[src/ufcp_pkg.sv]
// ----------------------------------------------------------------------------
// ufcp_pkg: shared types and constants of the unit normal block
// Holds the fixed magnitude window and the payload records that move between
// the normalizing, square root and division cells.
// ----------------------------------------------------------------------------
package ufcp_pkg;

  // Normalized magnitudes sit in [2^30, 2^31).
  localparam int NORM_W  = 31;
  localparam int WIN_MSB = 30;
  // Sum of three squared 31-bit magnitudes stays below 2^64.
  localparam int SUM_W   = 64;
  // Its integer square root stays below 2^32.
  localparam int ROOT_W  = 32;
  // Partial remainder of the square root recurrence.
  localparam int SREM_W  = 34;

  // Signs of the three cross product components and the zero flag.
  typedef struct packed {
    logic [2:0] neg;
    logic       degen;
  } ufcp_tag_t;

  // Normalized magnitudes together with their signs.
  typedef struct packed {
    logic [2:0][NORM_W-1:0] mag;
    ufcp_tag_t              tag;
  } ufcp_vec_t;

endpackage

[src/ufcp_sqrt_cell.sv]
// ----------------------------------------------------------------------------
// ufcp_sqrt_cell: one root bit of the integer square root
// Takes two radicand bits, tries the next root bit and keeps the remainder.
// ----------------------------------------------------------------------------
module ufcp_sqrt_cell (
  input  logic                                clk,
  input  logic                                rst_n,
  input  logic                                en,
  input  logic                                in_valid,
  input  logic [ufcp_pkg::SUM_W-1:0]          in_rad,
  input  logic [ufcp_pkg::SREM_W-1:0]         in_rem,
  input  logic [ufcp_pkg::ROOT_W-1:0]         in_root,
  input  ufcp_pkg::ufcp_vec_t                 in_vec,
  output logic                                out_valid,
  output logic [ufcp_pkg::SUM_W-1:0]          out_rad,
  output logic [ufcp_pkg::SREM_W-1:0]         out_rem,
  output logic [ufcp_pkg::ROOT_W-1:0]         out_root,
  output ufcp_pkg::ufcp_vec_t                 out_vec
);

  logic                                valid_r;
  logic [ufcp_pkg::SUM_W-1:0]          rad_r;
  logic [ufcp_pkg::SREM_W-1:0]         rem_r, rem_nxt, rem_sh, trial;
  logic [ufcp_pkg::ROOT_W-1:0]         root_r, root_nxt;
  ufcp_pkg::ufcp_vec_t                 vec_r;

  always_comb begin
    rem_sh = {in_rem[ufcp_pkg::SREM_W-3:0], in_rad[ufcp_pkg::SUM_W-1 -: 2]};
    trial  = {in_root, 2'b01};
    if (rem_sh >= trial) begin
      rem_nxt  = rem_sh - trial;
      root_nxt = {in_root[ufcp_pkg::ROOT_W-2:0], 1'b1};
    end else begin
      rem_nxt  = rem_sh;
      root_nxt = {in_root[ufcp_pkg::ROOT_W-2:0], 1'b0};
    end
  end

  always_ff @(posedge clk) begin
    if (!rst_n) begin
      valid_r <= 1'b0;
    end else if (en) begin
      valid_r <= in_valid;
    end
  end

  always_ff @(posedge clk) begin
    if (en) begin
      rad_r  <= in_rad << 2;
      rem_r  <= rem_nxt;
      root_r <= root_nxt;
      vec_r  <= in_vec;
    end
  end

  assign out_valid = valid_r;
  assign out_rad   = rad_r;
  assign out_rem   = rem_r;
  assign out_root  = root_r;
  assign out_vec   = vec_r;

endmodule

[config.mk]
export PLATFORM = sky130hd
export DESIGN_NAME = ufcp_sqrt_cell
export DESIGN_NICKNAME = d
export VERILOG_FILES = /design/src/ufcp_pkg.sv /design/src/ufcp_sqrt_cell.sv
export SDC_FILE = /design/constraint.sdc
export NUM_CORES = 1
export LEC_CHECK = 0
export BUFFER_PORTS_ARGS = -buffer_cell sky130_fd_sc_hd__buf_4
export CAP_MARGIN = 15
export CORE_ASPECT_RATIO = 0.6
export CORE_UTILIZATION = 35
export CTS_BUF_LIST = sky130_fd_sc_hd__clkbuf_8 sky130_fd_sc_hd__clkbuf_16
export CTS_CLUSTER_SIZE = 20
export DETAILED_ROUTE_END_ITERATION = 8
export PLACE_DENSITY_LB_ADDON = 0.25
export SYNTH_ARGS = -nofsm -noshare
export SYNTH_HDL_FRONTEND = slang
export SYNTH_SLANG_ARGS = --single-unit
[constraint.sdc]
create_clock -name clk -period 3.7 [get_ports clk]
set_clock_uncertainty 0.1 [all_clocks]
set_input_delay 0.74 -clock clk [delete_from_list [all_inputs] [get_ports clk]]
set_output_delay 0.74 -clock clk [all_outputs]
set_load 0.01 [all_outputs]
==> results.md <==
* Run status: completed
* Largest net degree at the start of global routing at slightly below 90
* Fin nets at 1342
* IO Count at approximately 460
* RSZ-0062 raised after global routing: false
* Post-CTS resize count at 0
* Maxcap violations at 0
* CTS Sinks at roughly 230
* Period utilization at 86.1%
* First-pass GRT wire length at a little under 40 mm
* Post-CTS setup repair buffer count at 0
* Primary FF master, synth: edfxtp_1
* Worst setup SP type: input port
* CTS tree: built
* CTS H-tree lvls at 1
* Wire per inst at slightly below 20 um
* Final worst path period need at around 3200 ps
* Share of Yosys cell area claimed by the top area cell type at between 70% and 80%
* VDD IR max at ~310 uV
* Initial core utilization at a little over a third
* Final Hold Fails at 0
* Synth cell count leaders: edfxtp_1 (225), inv_1 (42), ha_1 (34)
* Pre-CTS WS at roughly 47 ps
* Total GRT Usage at 19.0%
* Syn_area_per_cell at 16.2 um^2
* Synth area leaders: edfxtp_1 (72%), ha_1 (4.5%), mux2_4 (4.5%)
* Die Y at ~130 um
* Worst EP arrival at ~3400 ps
* # diodes at 0
* Routed vias at about 6800
* Rows at 46
* Fmax at 0.314 GHz
* Critical Path Sink Type: flop
* Register area share after synthesis at between 70% and 80%
* IO Port Bufs at ~450
* DP HPWL at 21.6 mm
* Initial DRC Count at between 300 and 400
* Kind of critical path: in -> reg
* Antenna violations before repair at 2
* CP Data Required Time at 3890 ps
* Hold_sp: in_vec[6]
* P_leak at 0.00619 uW
* Routed Antenna Nets at 0
* R2r startpoint: out_valid
* Top cell type by total area after synthesis: edfxtp_1
* Layout cell share with drive strength beyond 1 at roughly half
* PD cells at 469 mW/mm^2
* Post-CTS Hold Fix Bufs at 0
* Mapped Area at roughly 0.0094 mm^2
* Cts bufs inserted at 23
* # DRC at 0
* Total Routed Length at between 20 and 30 mm
* Least-Margin Pin Slew at between 700 and 800 ps
* Vias/cell at roughly 4.7
* Rel. slew slack at approximately 50%
* Count of cell types in the netlist at 61
* Fin. max-slew vios at 0
* Synthesized flop and latch total at around 230
* Layout area overhead at 49.8%
* Total grt overflow at 0
* Clock Latency Late Sink at 510 ps
* Yosys warning count at 0
* Number of iterations in the first detailed-routing pass at 6
* CP startpoint: in_rem[2]
* Setup_tns at 0 ps
* Hold WC Path Type: in -> reg
* Cells after synthesis at between 500 and 600
* Fill count at 2272
* Die Area at roughly 0.028 mm^2
* Root Driver: clkbuf_16
* Core ar. at 0.0264 mm^2
* Clock edge transition at the registers on the reported setup and hold paths at 70 ps
* Cell with the most instances after synthesis: edfxtp_1
* Fin worst setup slack at just over 500 ps
* CTS max path bufs at 3
* DIE WIDTH at between 200 and 250 um
* CP Max Fanout at 5
* Async SR Flop Fraction at 0%
* Post-synth EDFFs at ~230
* # setup viols final at 0
* Vias in the first global route at around 6400
* Final GP Congestion at a little under 0.9
worst paths after layout:
kind,end,slack (ps),cells past startpoint
worst min-delay path,out_vec[6],290,1
worst max-delay path,out_rem[29],510,12
worst max register to register,out_valid,2990,2
worst min register to register,out_valid,450,2
stage by stage:
stage / instance area (um^2) / power [uW] / cells / util, % / hold WS (ps)
final: 14100 / 6610 / 1450 / 53.4 / 288
after global routing: 14100 / 6880 / 1450 / 53.4 / 261
after CTS: 14100 / 6690 / 1450 / 53.4 / 257
after detailed placement: 13400 / 4500 / 1412 / 50.8 / 435
after global placement: 13400 / 4480 / 1412 / 50.8 / 426
after floorplan: 9420 / 3770 / 583 / - / 438
flip-flops by register name, indices dropped and copies added, names as in the netlist:
signal     cells
out_vec       97
out_rad       62
out_rem       34
out_root      32
out_valid      1
kinds of logic (layout without fill, tap and decap cells):
group                      Yosys count  count (layout)  share of synthesized area, %
DFF                                226             226                          72.0
and+or+nand+nor                     97              97                          5.04
xor gates and xnor gates            28              28                          2.60
AOI/OAI and AO/OA                  106             106                          8.04
adders and majority gates           34              34                          4.52
other                                1               2                        0.0398
muxes                               31              31                          4.78
buffers and inverters               59             566                          3.00
per-layer routing:
metal	share of wire, %	GRT usage [%]	routed length [um]	vias up
met5	0.11	0	31	-
met4	1.5	3.78	431	4
li1	-	-	-	3196
met3	9.0	6.11	2510	31
met1	42	25.7	11800	3240
met2	47	30.2	13100	282
critical path: stages:
cell and delay (ps):
buf_4 120, ha_1 310, buf_4 160, a21oi_4 150
o31ai_1 120, o2111a_1 320, nor2_1 170, o21ai_1 130
a21boi_2 330, o22ai_2 190, and2_1 190, o41ai_1 430
area by class of cell:
| cell class | instances | area (um^2) | share of cell area [%] |
|---|---|---|---|
| clock inverter | 15 | 97.6 | 0.692 |
| inverter | 44 | 168 | 1.19 |
| multi-input combinational | 298 | 2360 | 16.7 |
| sequential | 226 | 6780 | 48.0 |
| tap | 360 | 450 | 3.19 |
| timing repair buffer | 484 | 3680 | 26.1 |
| clock buffer | 23 | 576 | 4.08 |
power breakdown:
group          internal, uW  switching, uW
sequential             3080           63.3
combinational           685            611
clock                  1190            978
total                  4960           1650
placed cells by master (no fill, tap or decap), types with 5 or more instances in the layout:
cell type / Yosys / routed
clkinv_2: 0 / 5
a21o_1: 11 / 11
nand2b_1: 5 / 5
nand3_1: 8 / 8
nand4_1: 6 / 6
nor3_1: 7 / 7
o21ai_0: 16 / 16
nand2_1: 30 / 30
a21oi_1: 31 / 31
or3_1: 5 / 5
buf_4: 2 / 480
mux2_4: 28 / 28
o21bai_1: 6 / 6
edfxtp_1: 225 / 225
xnor2_1: 16 / 16
xor2_1: 12 / 12
clkbuf_16: 0 / 23
inv_1: 42 / 46
nor2_1: 22 / 22
ha_1: 34 / 34
Note: power is estimated with default switching activity, not from simulation.
