[config.mk]
export PLATFORM = sky130hd
export DESIGN_NAME = ufcp_div_cell
export DESIGN_NICKNAME = d
export VERILOG_FILES = /design/src/ufcp_pkg.sv /design/src/ufcp_div_cell.sv
export SDC_FILE = /design/constraint.sdc
export NUM_CORES = 1
export LEC_CHECK = 0
export BUFFER_PORTS_ARGS = -buffer_cell sky130_fd_sc_hd__buf_2
export CORE_AREA = 2 2 174 176
export DETAILED_ROUTE_END_ITERATION = 10
export DIE_AREA = 0 0 176 178
export HOLD_SLACK_MARGIN = 0.05
export PLACE_DENSITY = 0.84
export SYNTH_ARGS = -nofsm -noshare
export SYNTH_HDL_FRONTEND = slang
export SYNTH_SLANG_ARGS = --single-unit
[constraint.sdc]
create_clock -name clk -period 4.4 [get_ports clk]
set_clock_uncertainty 0.15 [all_clocks]
set_input_delay 0.22 -clock clk [delete_from_list [all_inputs] [get_ports clk]]
set_output_delay 0.22 -clock clk [all_outputs]
set_load 0.005 [all_outputs]
[src/ufcp_pkg.sv]
// ----------------------------------------------------------------------------
// ufcp_pkg: shared types and constants of the unit normal block
// Holds the fixed magnitude window and the payload records that move between
// the normalizing, square root and division cells.
// ----------------------------------------------------------------------------
package ufcp_pkg;

  // Normalized magnitudes sit in [2^30, 2^31).
  localparam int NORM_W  = 31;
  localparam int WIN_MSB = 30;
  // Sum of three squared 31-bit magnitudes stays below 2^64.
  localparam int SUM_W   = 64;
  // Its integer square root stays below 2^32.
  localparam int ROOT_W  = 32;
  // Partial remainder of the square root recurrence.
  localparam int SREM_W  = 34;

  // Signs of the three cross product components and the zero flag.
  typedef struct packed {
    logic [2:0] neg;
    logic       degen;
  } ufcp_tag_t;

  // Normalized magnitudes together with their signs.
  typedef struct packed {
    logic [2:0][NORM_W-1:0] mag;
    ufcp_tag_t              tag;
  } ufcp_vec_t;

endpackage

[src/ufcp_div_cell.sv]
// ----------------------------------------------------------------------------
// ufcp_div_cell: one quotient bit for the three normal components
// Restoring division step on three lanes that share the same divisor.
// ----------------------------------------------------------------------------
module ufcp_div_cell #(
  parameter int QW = 15
) (
  input  logic                                  clk,
  input  logic                                  rst_n,
  input  logic                                  en,
  input  logic                                  in_valid,
  input  logic [2:0][QW-1:0]                    in_low,
  input  logic [2:0][ufcp_pkg::ROOT_W-1:0]      in_rem,
  input  logic [2:0][QW-1:0]                    in_quo,
  input  logic [ufcp_pkg::ROOT_W-1:0]           in_root,
  input  ufcp_pkg::ufcp_tag_t                   in_tag,
  output logic                                  out_valid,
  output logic [2:0][QW-1:0]                    out_low,
  output logic [2:0][ufcp_pkg::ROOT_W-1:0]      out_rem,
  output logic [2:0][QW-1:0]                    out_quo,
  output logic [ufcp_pkg::ROOT_W-1:0]           out_root,
  output ufcp_pkg::ufcp_tag_t                   out_tag
);

  logic                                  valid_r;
  logic [2:0][QW-1:0]                    low_r, quo_r, quo_nxt;
  logic [2:0][ufcp_pkg::ROOT_W-1:0]      rem_r, rem_nxt;
  logic [ufcp_pkg::ROOT_W-1:0]           root_r;
  ufcp_pkg::ufcp_tag_t                   tag_r;
  logic [2:0][ufcp_pkg::ROOT_W:0]        rem_sh;
  logic [2:0]                            ge;

  always_comb begin
    for (int i = 0; i < 3; i++) begin
      rem_sh[i] = {in_rem[i], in_low[i][QW-1]};
      ge[i]     = rem_sh[i] >= {1'b0, in_root};
      if (ge[i]) begin
        rem_nxt[i] = ufcp_pkg::ROOT_W'(rem_sh[i] - {1'b0, in_root});
      end else begin
        rem_nxt[i] = rem_sh[i][ufcp_pkg::ROOT_W-1:0];
      end
      quo_nxt[i] = {in_quo[i][QW-2:0], ge[i]};
    end
  end

  always_ff @(posedge clk) begin
    if (!rst_n) begin
      valid_r <= 1'b0;
    end else if (en) begin
      valid_r <= in_valid;
    end
  end

  always_ff @(posedge clk) begin
    if (en) begin
      for (int i = 0; i < 3; i++) begin
        low_r[i] <= in_low[i] << 1;
      end
      rem_r  <= rem_nxt;
      quo_r  <= quo_nxt;
      root_r <= in_root;
      tag_r  <= in_tag;
    end
  end

  assign out_valid = valid_r;
  assign out_low   = low_r;
  assign out_rem   = rem_r;
  assign out_quo   = quo_r;
  assign out_root  = root_r;
  assign out_tag   = tag_r;

endmodule

==> summary.txt <==
Timing
  – Setup WS post-layout: around 0.46 ns
  – Worst Tran Pin Value: 1.016 ns
  – Setup TNS: 0 ns
  – Worst hold slack: 0.1240 ns
  – Max-slew violations: 0
  – Fmax: roughly 250 MHz
  – Slew HR: between 30% and 40%
  – Final setup viols: 0
  – Fin crit share: between 80% and 90%
  – Final min period: 3.941 ns
  – RSZ-0062 raised after global routing: false
  – Final hold violation count: 0

Power
  – Worst VDD drop: between 300 and 400 µV
  – Power per cell area: approximately 360 nW/µm²
  – Logic pwr share: a little over a quarter
  – Power share of the clock group: roughly 34%
  – Power Internal: ~0.0049 W
  – Switching pwr: approximately 0.0019 W
  – Sw Share: 28.12%
  – Total power: just under 0.007 W
  – P_leak: slightly above 8 nW
  – Sequential power share: 39.4%

Floorplan
  – # rows: 63
  – Die X: around 180 µm
  – Die Y: ~180 µm
  – Die area: roughly 31000 µm²
  – Initial core utilization: 44.38%
  – Core area: about 29000 µm²
  – IO Pins: approximately 450

Synth
  – Avg Cell Area, Syn: ~11 µm²
  – Synth Instances: between 1000 and 1500
  – Post-synth top cells: 219 x edfxtp_1, 103 x a21oi_1, 96 x ha_1, 93 x nand2_1, 75 x nor2_1
  – Post-synth cell types: between 70 and 80
  – Netlist Area Pre-Place: ~13000 µm²
  – Yosys warnings: 0
  – Count leader, synth: edfxtp_1
  – Synth Register Bits: 220
  – Post-synth top area cell: edfxtp_1
  – Async set or reset register ratio after synthesis: 0%
  – Post-synth top area share: 50.40%
  – Post-synth top flop: edfxtp_1
  – Synth area leaders: edfxtp_1 50%, ha_1 9.2%, a21oi_1 4.0%, mux2_4 3.2%, xnor2_1 3.0%
  – Post-synth EDFFs: roughly 220
  – Register area share after synthesis: between 50% and 60%

Worst setup path
  – Reg2Reg Depth: 3
  – Arrival @ worst endpoint: a little over 4 ns
  – CP endpoint kind: register
  – Worst setup SP type: input pin
  – Crit Path Category: in -> reg
  – FF-to-FF Start: out_valid
  – CP Max Fanout: 25
  – R2R setup slack: ~3.1 ns
  – Reg2Reg Capture Point: out_valid
  – Critical Path RT: approximately 4.5 ns

Finish
  – Area of the multi-input gates: between 6000 and 7000 µm²
  – Final net count: ~2100
  – Final instance area: roughly 19000 µm²
  – Register area: 6596 µm²
  – Area Overhead vs Synth: 43.58%
  – Fillers: about 2200
  – Layout cells sized above 1: between 30% and 40%

Routing
  – Drt total wl: ~49000 µm
  – Drt initial violations: roughly 750
  – Drt via density: 5.517
  – TritonRoute pass-1 iters: 5
  – Drc violations: 0
  – WL per Instance: 22.15 µm
  – Vias: about 12000
  – DRT antenna net count: 0

Clock tree
  – CTS Buf Count: 26
  – Root buf cell: clkbuf_16
  – CTS tree: built
  – Clock transition at the registers of the reported paths: around 0.06 ns
  – Worst-Skew Late Latency: between 0.5 and 0.6 ns
  – Clk buf depth: 3
  – H-Tree Depth: 1
  – # clock sinks: 220
  – Post-CTS sizing: 0

Global route
  – Largest net degree at the start of global routing: roughly 130
  – GR Overflow Total: 0
  – Antenna violations before repair: 2
  – GRT Util Overall: just under 30%
  – Vias in the first global route: between 10000 and 15000
  – First-pass GRT wire length: approximately 70000 µm

Placed design
  – Post-DP HPWL: approximately 35000 µm
  – Placed inst area: between 15000 and 20000 µm²
  – Buffers on Ports: approximately 440
  – Dpl ws: approximately 0.55 ns
  – GP Congestion: a little over 0.9

Worst hold path
  – Worst Hold Depth: 1
  – Worst hold start: en
  – Hold EP: out_tag[2]
  – Worst hold-check path type: in -> reg

Run
  – Max_cap viols: 0

Run status
  – Status: completed
-- power by group through the flow --
| stage | registers (W) | clock network [W] | logic [W] |
|---|---|---|---|
| final | 0.00269 | 0.00233 | 0.00180 |
| after global routing | 0.00270 | 0.00244 | 0.00193 |
| after CTS | 0.00268 | 0.00237 | 0.00175 |
| after detailed placement | 0.00272 | 0 | 0.00158 |
| after global placement | 0.00272 | 0 | 0.00154 |
| after floorplan | 0.00275 | 0 | 0.000895 |
-- worst max-delay path, cell delays in order --
cell	delay [ns]
dlygate4sd3_1	0.55
buf_2	0.14
inv_1	0.18
ha_1	0.35
a21oi_1	0.25
o21ai_0	0.14
a311oi_1	0.42
a31oi_2	0.22
a21oi_2	0.26
a21oi_2	0.10
o21ai_2	0.18
a31o_2	0.40
buf_12	0.27
mux2_2	0.36
-- timing repair --
action / 4_1_cts / 5_1_grt
setup buffers: 0 / 0
hold endpoints to repair: 217 / 0
hold buffers: 218 / 0
-- cell type report --
cell class | instances | share of cell area (%)
flip-flops and latches | 220 | 35.21
multi-input cells | 827 | 32.10
repair buffers | 668 | 24.03
clock buffers | 31 | 3.793
well taps | 390 | 2.605
clock inverters | 17 | 1.149
inverters | 55 | 1.102
diodes | 1 | 0.01336
-- through the flow --
step	instances	util, %
finish	2209	63.72
global route	2209	63.72
CTS	2208	63.71
detailed placement	1942	53.14
global placement	1942	53.14
floorplan	1141	-
-- worst max-delay path by stage --
stage | start | slack, ns | endpoint
finish | in_root[8] | 0.46 | out_rem[67]
global route | in_root[8] | 0.28 | out_rem[67]
CTS | in_root[11] | 0.54 | out_rem[67]
detailed placement | in_root[8] | 0.55 | out_rem[67]
global placement | in_root[11] | 0.60 | out_rem[67]
floorplan | in_root[8] | 1.44 | out_rem[88]
-- kinds of logic (layout without fill, tap and decap cells) --
family,count (synthesis),in the layout,synth area share (%)
adders and majority gates,99,99,9.665
and+or+nand+nor,273,273,9.780
muxes,54,54,5.418
buffers and inverters,94,771,3.471
other,1,4,0.02874
DFF,220,220,50.55
xor gates and xnor gates,81,81,5.437
AOI/OAI and AO/OA,317,317,15.65
-- cell usage in the layout (no fill, tap or decap), types with 10 or more instances in the layout --
master / n
buf_2: 441
edfxtp_1: 219
dlygate4sd3_1: 218
a21oi_1: 103
ha_1: 96
nand2_1: 93
nor2_1: 75
o21ai_0: 70
inv_1: 54
xnor2_1: 44
a21o_1: 38
xor2_1: 37
mux2_4: 28
clkbuf_16: 27
nand4_1: 23
mux2_2: 21
nand3_1: 18
o21a_1: 15
nor3_1: 13
and3_1: 10
nand2b_1: 10
a31oi_1: 10
o21bai_1: 10
-- flip-flops by register name, indices dropped and copies added (netlist names) --
register	count
out_tag	4
out_valid	1
out_rem	96
out_low	42
out_root	32
out_quo	45
-- metal layers --
| layer | up-vias | part of all wire [%] | track usage (%) |
|---|---|---|---|
| met5 | - | 0 | 0 |
| met4 | 0 | 5.8 | 15.77 |
| met3 | 133 | 7.2 | 5.563 |
| met2 | 616 | 50 | 53.67 |
| met1 | 5844 | 37 | 33.31 |
| li1 | 5593 | - | - |
Note: power is estimated with default switching activity, not from simulation.
