**src/ufcp_pkg.sv**
```systemverilog
// ----------------------------------------------------------------------------
// ufcp_pkg: shared types and constants of the unit normal block
// Holds the fixed magnitude window and the payload records that move between
// the normalizing, square root and division cells.
// ----------------------------------------------------------------------------
package ufcp_pkg;

  // Normalized magnitudes sit in [2^30, 2^31).
  localparam int NORM_W  = 31;
  localparam int WIN_MSB = 30;
  // Sum of three squared 31-bit magnitudes stays below 2^64.
  localparam int SUM_W   = 64;
  // Its integer square root stays below 2^32.
  localparam int ROOT_W  = 32;
  // Partial remainder of the square root recurrence.
  localparam int SREM_W  = 34;

  // Signs of the three cross product components and the zero flag.
  typedef struct packed {
    logic [2:0] neg;
    logic       degen;
  } ufcp_tag_t;

  // Normalized magnitudes together with their signs.
  typedef struct packed {
    logic [2:0][NORM_W-1:0] mag;
    ufcp_tag_t              tag;
  } ufcp_vec_t;

endpackage

```
**src/ufcp_norm_cell.sv**
```systemverilog
// ----------------------------------------------------------------------------
// ufcp_norm_cell: one step of the magnitude window shifter
// Shifts all three magnitudes by a fixed amount when their common leading
// bit says so; a row of these cells moves the vector into the window.
// ----------------------------------------------------------------------------
module ufcp_norm_cell #(
  parameter int W     = 31,
  parameter int SHIFT = 1,
  parameter bit RIGHT = 1'b0
) (
  input  logic                  clk,
  input  logic                  rst_n,
  input  logic                  en,
  input  logic                  in_valid,
  input  logic [2:0][W-1:0]     in_mag,
  input  ufcp_pkg::ufcp_tag_t   in_tag,
  output logic                  out_valid,
  output logic [2:0][W-1:0]     out_mag,
  output ufcp_pkg::ufcp_tag_t   out_tag
);

  localparam int RPOS = ufcp_pkg::WIN_MSB + SHIFT;
  localparam int LPOS = ufcp_pkg::WIN_MSB + 1 - SHIFT;

  logic                  valid_r;
  logic [2:0][W-1:0]     mag_r, mag_nxt;
  ufcp_pkg::ufcp_tag_t   tag_r;
  logic [W-1:0]          orv;
  logic                  take;

  // The leading bit of the OR of the three is the leading bit of the largest.
  always_comb begin
    orv = in_mag[0] | in_mag[1] | in_mag[2];
    if (RIGHT) begin
      take = |(orv >> RPOS);
    end else begin
      take = ~|(orv >> LPOS);
    end
    for (int i = 0; i < 3; i++) begin
      if (!take) begin
        mag_nxt[i] = in_mag[i];
      end else if (RIGHT) begin
        mag_nxt[i] = in_mag[i] >> SHIFT;
      end else begin
        mag_nxt[i] = in_mag[i] << SHIFT;
      end
    end
  end

  always_ff @(posedge clk) begin
    if (!rst_n) begin
      valid_r <= 1'b0;
    end else if (en) begin
      valid_r <= in_valid;
    end
  end

  always_ff @(posedge clk) begin
    if (en) begin
      mag_r <= mag_nxt;
      tag_r <= in_tag;
    end
  end

  assign out_valid = valid_r;
  assign out_mag   = mag_r;
  assign out_tag   = tag_r;

endmodule

```
**config.mk**
```make
export PLATFORM = sky130hd
export DESIGN_NAME = ufcp_norm_cell
export DESIGN_NICKNAME = d
export VERILOG_FILES = /design/src/ufcp_pkg.sv /design/src/ufcp_norm_cell.sv
export SDC_FILE = /design/constraint.sdc
export NUM_CORES = 1
export LEC_CHECK = 0
export ABC_CLOCK_PERIOD_IN_PS = 2000
export BUFFER_PORTS_ARGS = -buffer_cell sky130_fd_sc_hd__clkbuf_2
export CORE_ASPECT_RATIO = 2
export CORE_MARGIN = 4
export CORE_UTILIZATION = 45
export DETAILED_ROUTE_END_ITERATION = 12
export PLACE_DENSITY = 0.84
export SLEW_MARGIN = 0
export SYNTH_ARGS = -nofsm -noshare
export SYNTH_HDL_FRONTEND = slang
export SYNTH_SLANG_ARGS = --single-unit
```
**constraint.sdc**
```tcl
create_clock -name clk -period 2 [get_ports clk]
set_clock_uncertainty 0.2 [all_clocks]
set_input_delay 0.4 -clock clk [delete_from_list [all_inputs] [get_ports clk]]
set_output_delay 0.4 -clock clk [all_outputs]
set_load 0.005 [all_outputs]
```
==> impl_results.md, run 1 <==
- Pin count of the biggest net entering global routing: 52
- Chip Width: 75.4 um
- Via density: 5.00
- Setup Total Neg Slack: 0 ns
- DP Worst Slack: 0.0624 ns
- Status: completed
- Share of cells above drive strength 1: 72.3%
- Top cell type's share of synthesized area: 71.2%
- Final Setup Violations: 0
- Root Driver: clkbuf_16
- CTS sink cnt: 98
- Peak Freq: 0.636 GHz
- Nets@finish: 515
- Inserted Clock Buffers: 9
- Final min period: 1.57 ns
- Port bufs: 198
- WL met2: 5420 um
- Worst rel slew slack: 80.0%
- RePlAce Congestion: 0.808
- DRT iter0 DRCs: 112
- HP Class: input pin to flop
- Htree depth: 3
- Worst VDD drop: 0.000550 V
- Total grt overflow: 0
- Max cap viols: 0
- Startpoint Class: input pin
- Synth unique cells: 13
- Clk buf depth: 2
- Synthesis-stage register bit count: 98
- Post-CTS setup buffer count: 0
- Die Y-Extent: 143 um
- Initial DRT Pass Iterations: 4
- Rows: 49
- Crit share post-route: 78.6%
- Layout area overhead: 35.7%
- Worst hold slack: 0.0345 ns
- Core ar.: 8950 um^2
- Vias in the first global route: 2813
- Die Area: 10800 um^2
- Actual slew at the worst max-slew pin: 0.300 ns
- Syn avg cell area: 19.9 um^2
- DR DRC count: 0
- RSZ-0062 raised after global routing: no
- Final Non-Filler Cells: 521
- Post-synthesis cell count: 206
- Leak: 2.36 nW
- Highest metal used: met4
- Cell Area, Synth: 4090 um^2
- Max-slew violation count: 0
- Post-CTS sizing: 0
- Post-DP HPWL: 7310 um
- Synth warn: 0
- Largest fanout on the critical path: 28
- Kind of critical path: input pin to flop
- Hold Vio Cnt, Final: 0
- CTS tree: yes
- Initial Utilization: 45.7%
- CTS Hold Buffers Added: 0
- Via count: 2604
- Worst Path Required: 1.88 ns
- WP data arrival: 1.45 ns
- Wire per inst: 17.7 um
- Register area share after synthesis: 71.7%
- Total GRT Usage: 17.2%
- WL met3: 744 um
- DP Cell Count: 505
- Cell taking the most area after synthesis: edfxtp_1
- Clock transition at the registers of the reported paths: 0.07 ns
- Final Worst Setup Slack: 0.428 ns
- Met1 WL: 2830 um
- Final ANT Viol Nets: 0
- Power Dens Cells: 881 nW/um^2
- Syn_nets: 307
- Initial antenna violation count: 0
- Worst setup EP type: flop
- Wirelength, routed: 9230 um
- Synth area leaders: edfxtp_1, mux2_2, mux2_1
- I/O pin count: 199
- Clk_lat worst skew: 0.33 ns
- Ant diodes: 0
- Global-route wire length before repair: 13600 um
- Final Power: 4.89 mW
[worst paths after layout]
path / startpoint / to / slack (ns) / cells after the start
max: in_mag[61] / out_mag[39] / 0.43 / 5
min: in_tag[0] / out_tag[0] / 0.03 / 1
max reg2reg: out_valid / out_valid / 1.20 / 2
min reg2reg: out_valid / out_valid / 0.34 / 2
[registers in the layout, indices dropped and copies added (netlist names)]
register	count
out_valid	1
out_tag	4
out_mag	93
[cells in the final DEF (no fill, tap or decap)]
| cell type | count |
|---|---|
| clkbuf_2 | 197 |
| edfxtp_1 | 97 |
| mux2_2 | 79 |
| clkbuf_16 | 9 |
| mux2_1 | 8 |
| buf_4 | 5 |
| nor2b_1 | 4 |
| buf_12 | 4 |
| clkinv_2 | 3 |
| nor2_1 | 2 |
| a21o_1 | 2 |
| bufinv_16 | 2 |
| nor3_4 | 1 |
| nor3b_1 | 1 |
| or2_2 | 1 |
| mux2i_1 | 1 |
| clkinv_4 | 1 |
| inv_6 | 1 |
| dfxtp_1 | 1 |
[synth_stat cells, drive strengths merged]
cell type and instances:
a21o 2, buf 9, dfxtp 1, edfxtp 97, mux2 87, mux2i 1, nor2 2, nor2b 4
nor3 1, nor3b 1, or2 1
[metrics by stage]
stage	cell area (um^2)	util, %
after floorplan	4090	-
after global placement	5230	58.4
after detailed placement	5230	58.4
after CTS	5550	62.0
after global routing	5550	62.0
final	5550	62.0
[critical path, stage by stage]
cell and delay, ns:
clkbuf_2 0.12, nor3_4 0.20, buf_4 0.17, buf_12 0.18, mux2_2 0.36
[cell families after synthesis]
family	after synthesis	share of synthesized area (%)
DFF	98	71.7
muxes	88	24.2
and+or+nand+nor	9	1.53
buffers and inverters	9	2.20
AOI/OAI and AO/OA	2	0.367
[power by group]
group | total [mW] | switching [mW] | internal [mW]
clock network | 1.81 | 0.720 | 1.10
registers | 2.51 | 0.0477 | 2.47
logic | 0.560 | 0.251 | 0.309
[cell type report]
| class | count | area (um^2) |
|---|---|---|
| clock buffer | 9 | 225 |
| clock inverter | 7 | 92.6 |
| sequential | 98 | 2930 |
| fill | 693 | 3400 |
| timing repair buffer | 206 | 1100 |
| multi-input combinational | 99 | 1070 |
| tap | 102 | 128 |
[per-layer routing]
metal	up-vias	global-route usage, %
li1	1232	-
met1	1239	16.3
met5	-	0
met3	17	5.78
met2	116	31.7
met4	0	7.56
Note: power is estimated with default switching activity, not from simulation.
==> inputs of run 2 (changes only) <==
--- a/config.mk
+++ b/config.mk
@@ -5,13 +5,13 @@
 export SDC_FILE = /design/constraint.sdc
 export NUM_CORES = 1
 export LEC_CHECK = 0
-export ABC_CLOCK_PERIOD_IN_PS = 2000
+export ABC_CLOCK_PERIOD_IN_PS = 1300
 export BUFFER_PORTS_ARGS = -buffer_cell sky130_fd_sc_hd__clkbuf_2
 export CORE_ASPECT_RATIO = 2
 export CORE_MARGIN = 4
-export CORE_UTILIZATION = 45
+export CORE_UTILIZATION = 42
 export DETAILED_ROUTE_END_ITERATION = 12
-export PLACE_DENSITY = 0.84
+export PLACE_DENSITY = 0.83
 export SLEW_MARGIN = 0
 export SYNTH_ARGS = -nofsm -noshare
 export SYNTH_HDL_FRONTEND = slang
==> constraint.sdc (replaced) <==
create_clock -name clk -period 1.3 [get_ports clk]
set_clock_uncertainty 0.2 [all_clocks]
set_input_delay 0.26 -clock clk [delete_from_list [all_inputs] [get_ports clk]]
set_output_delay 0.26 -clock clk [all_outputs]
set_load 0.005 [all_outputs]
==> run 2 against run 1 <==
Net effect:
- the run now ends with setup timing left
- worst hold slack got worse by 0.0040 ns
- first-iteration DRC count increased by 5.4%
- total power increased by 53%
- critical path depth unchanged
- cell count increased by 8.1%
- largest cell class unchanged
==> impl_results.md, run 2 (synthesis gave the netlist of run 1 again) <==
- Die Area: 11500 um^2
- CP max stage delay: 0.36 ns
- Fill cells: 721
- Crit-path cells: buf_8, nor3_4, buf_6, buf_12, mux2_2
- Clock transition at the registers of the reported paths: 0.07 ns
- Power Dens Cells: 1270 nW/um^2
- WP data arrival: 1.27 ns
- Setup Total Neg Slack: -3.80 ns
- Actual slew at the worst max-slew pin: 0.260 ns
- RePlAce Congestion: 0.786
- Worst setup EP type: flop
- Status: complete, but fails checks
- CP Launch Point: in_mag[92]
- Kind of critical path: input pin to flop
- Post-DP HPWL: 7510 um
- Commonest non-fill, non-tap cell in the layout: clkbuf_2
- Port bufs: 198
- Crit share post-route: 106%
- Initial antenna violation count: 0
- Total grt overflow: 0
- DR DRC count: 0
- Crit-path slowest cell: mux2_2
- Peak Freq: 0.725 GHz
- Chip Width: 77.8 um
- Initial DRT Pass Iterations: 4
- Area taken by multi-input logic gates: 1210 um^2
- Via density: 4.77
- Root Driver: clkbuf_16
- Final ANT Viol Nets: 0
- Worst Path Required: 1.19 ns
- Via count: 2687
- Inserted Clock Buffers: 9
- Leak: 2.54 nW
- Worst hold slack: 0.0305 ns
- Dpl cell area: 5350 um^2
- Final Worst Setup Slack: -0.0789 ns
- Share of cells above drive strength 1: 72.3%
- Wire per inst: 17.6 um
- CTS tree: yes
- HP Class: input pin to flop
- Worst path buffer plus inverter count: 3
- Layout area overhead: 43.8%
- Rows: 50
- Worst VDD drop: 0.000785 V
- Pin count of the biggest net entering global routing: 49
- Largest fanout on the critical path: 20
- Max-slew violation count: 0
- Wirelength, routed: 9920 um
- Total GRT Usage: 16.9%
- Final Power: 7.47 mW
- RSZ-0062 raised after global routing: yes
- Worst rel slew slack: 82.7%
- Startpoint Class: input pin
- Htree depth: 3
- Final Setup Violations: 82
- Seq. cell area: 2930 um^2
- Nets@finish: 529
- Vias in the first global route: 2978
- Initial Utilization: 43.3%
- Clk_lat worst skew: 0.33 ns
- Clk buf depth: 2
- Core ar.: 9450 um^2
- Most frequent cells in the layout: clkbuf_2, edfxtp_1, mux2_2
- Max FFs per register: 93
- Non-Filler Cell Area, Final: 5880 um^2
- DRT iter0 DRCs: 118
- Failing checks: setup timing
- Ant diodes: 0
- Final min period: 1.38 ns
- I/O pin count: 199
- Max cap viols: 0
- Hold Vio Cnt, Final: 0
- Die Y-Extent: 148 um
- Cell family with most CP delay: buffers and inverters
- CTS sink cnt: 98
- FF-to-FF Start: out_valid
- Global-route wire length before repair: 14800 um
- HP Start: in_mag[32]
## run 2: cell count changes in the layout (fill, tap and decap cells not counted), moves of 2 or more
cell,previous run,this run
dlygate4sd3_1,0,6
clkinvlp_4,0,3
buf_4,5,7
clkbuf_2,197,195
buf_12,4,6
mux2_4,0,38
buf_6,0,5
clkinv_2,3,1
mux2_1,8,5
mux2_2,79,44
## run 2: path summary, 6_finish.rpt
check                 to  slack [ns]  depth (start not counted)
max          out_mag[80]       -0.08                          5
min          out_mag[32]        0.03                          2
max reg2reg    out_valid        0.51                          2
min reg2reg    out_valid        0.33                          2
## run 2: final cells by class
cell class	count	area share [%]
well taps	130	2.77
multi-input cells	99	20.6
clock buffers	10	3.89
flip-flops and latches	98	49.9
clock inverters	6	1.13
repair buffers	220	21.8
## run 2: what timing repair did
action / CTS / global route
hold buffers: 6 / 0
hold endpoints to repair: 5 / 0
pin swaps: 1 / 0
endpoints found under the setup margin: 145 / 171
resized for setup: 12 / 34
setup buffers: 1 / 0
## run 2: where the power goes
part	total [mW]	switching (mW)	internal, mW
registers	3.87	0.0732	3.79
clock network	2.62	1.12	1.50
logic	0.986	0.421	0.565
total	7.47	1.61	5.85
## run 2: per-layer routing
| layer | global-route usage, % | vias up | wire, um |
|---|---|---|---|
| li1 | - | 1251 | - |
| met1 | 15.8 | 1284 | 3420 |
| met2 | 32.0 | 122 | 5480 |
| met3 | 3.90 | 30 | 562 |
| met4 | 10.8 | 0 | 454 |
| met5 | 0 | - | 0 |
## run 2: through the flow
step                cells  util [%]  worst slack [ns]
floorplan             206         -            -0.368
global route          563      62.3           -0.0963
CTS                   563      61.0           -0.0717
finish                563      62.3           -0.0789
global placement      540      56.6            -0.411
detailed placement    540      56.6            -0.449
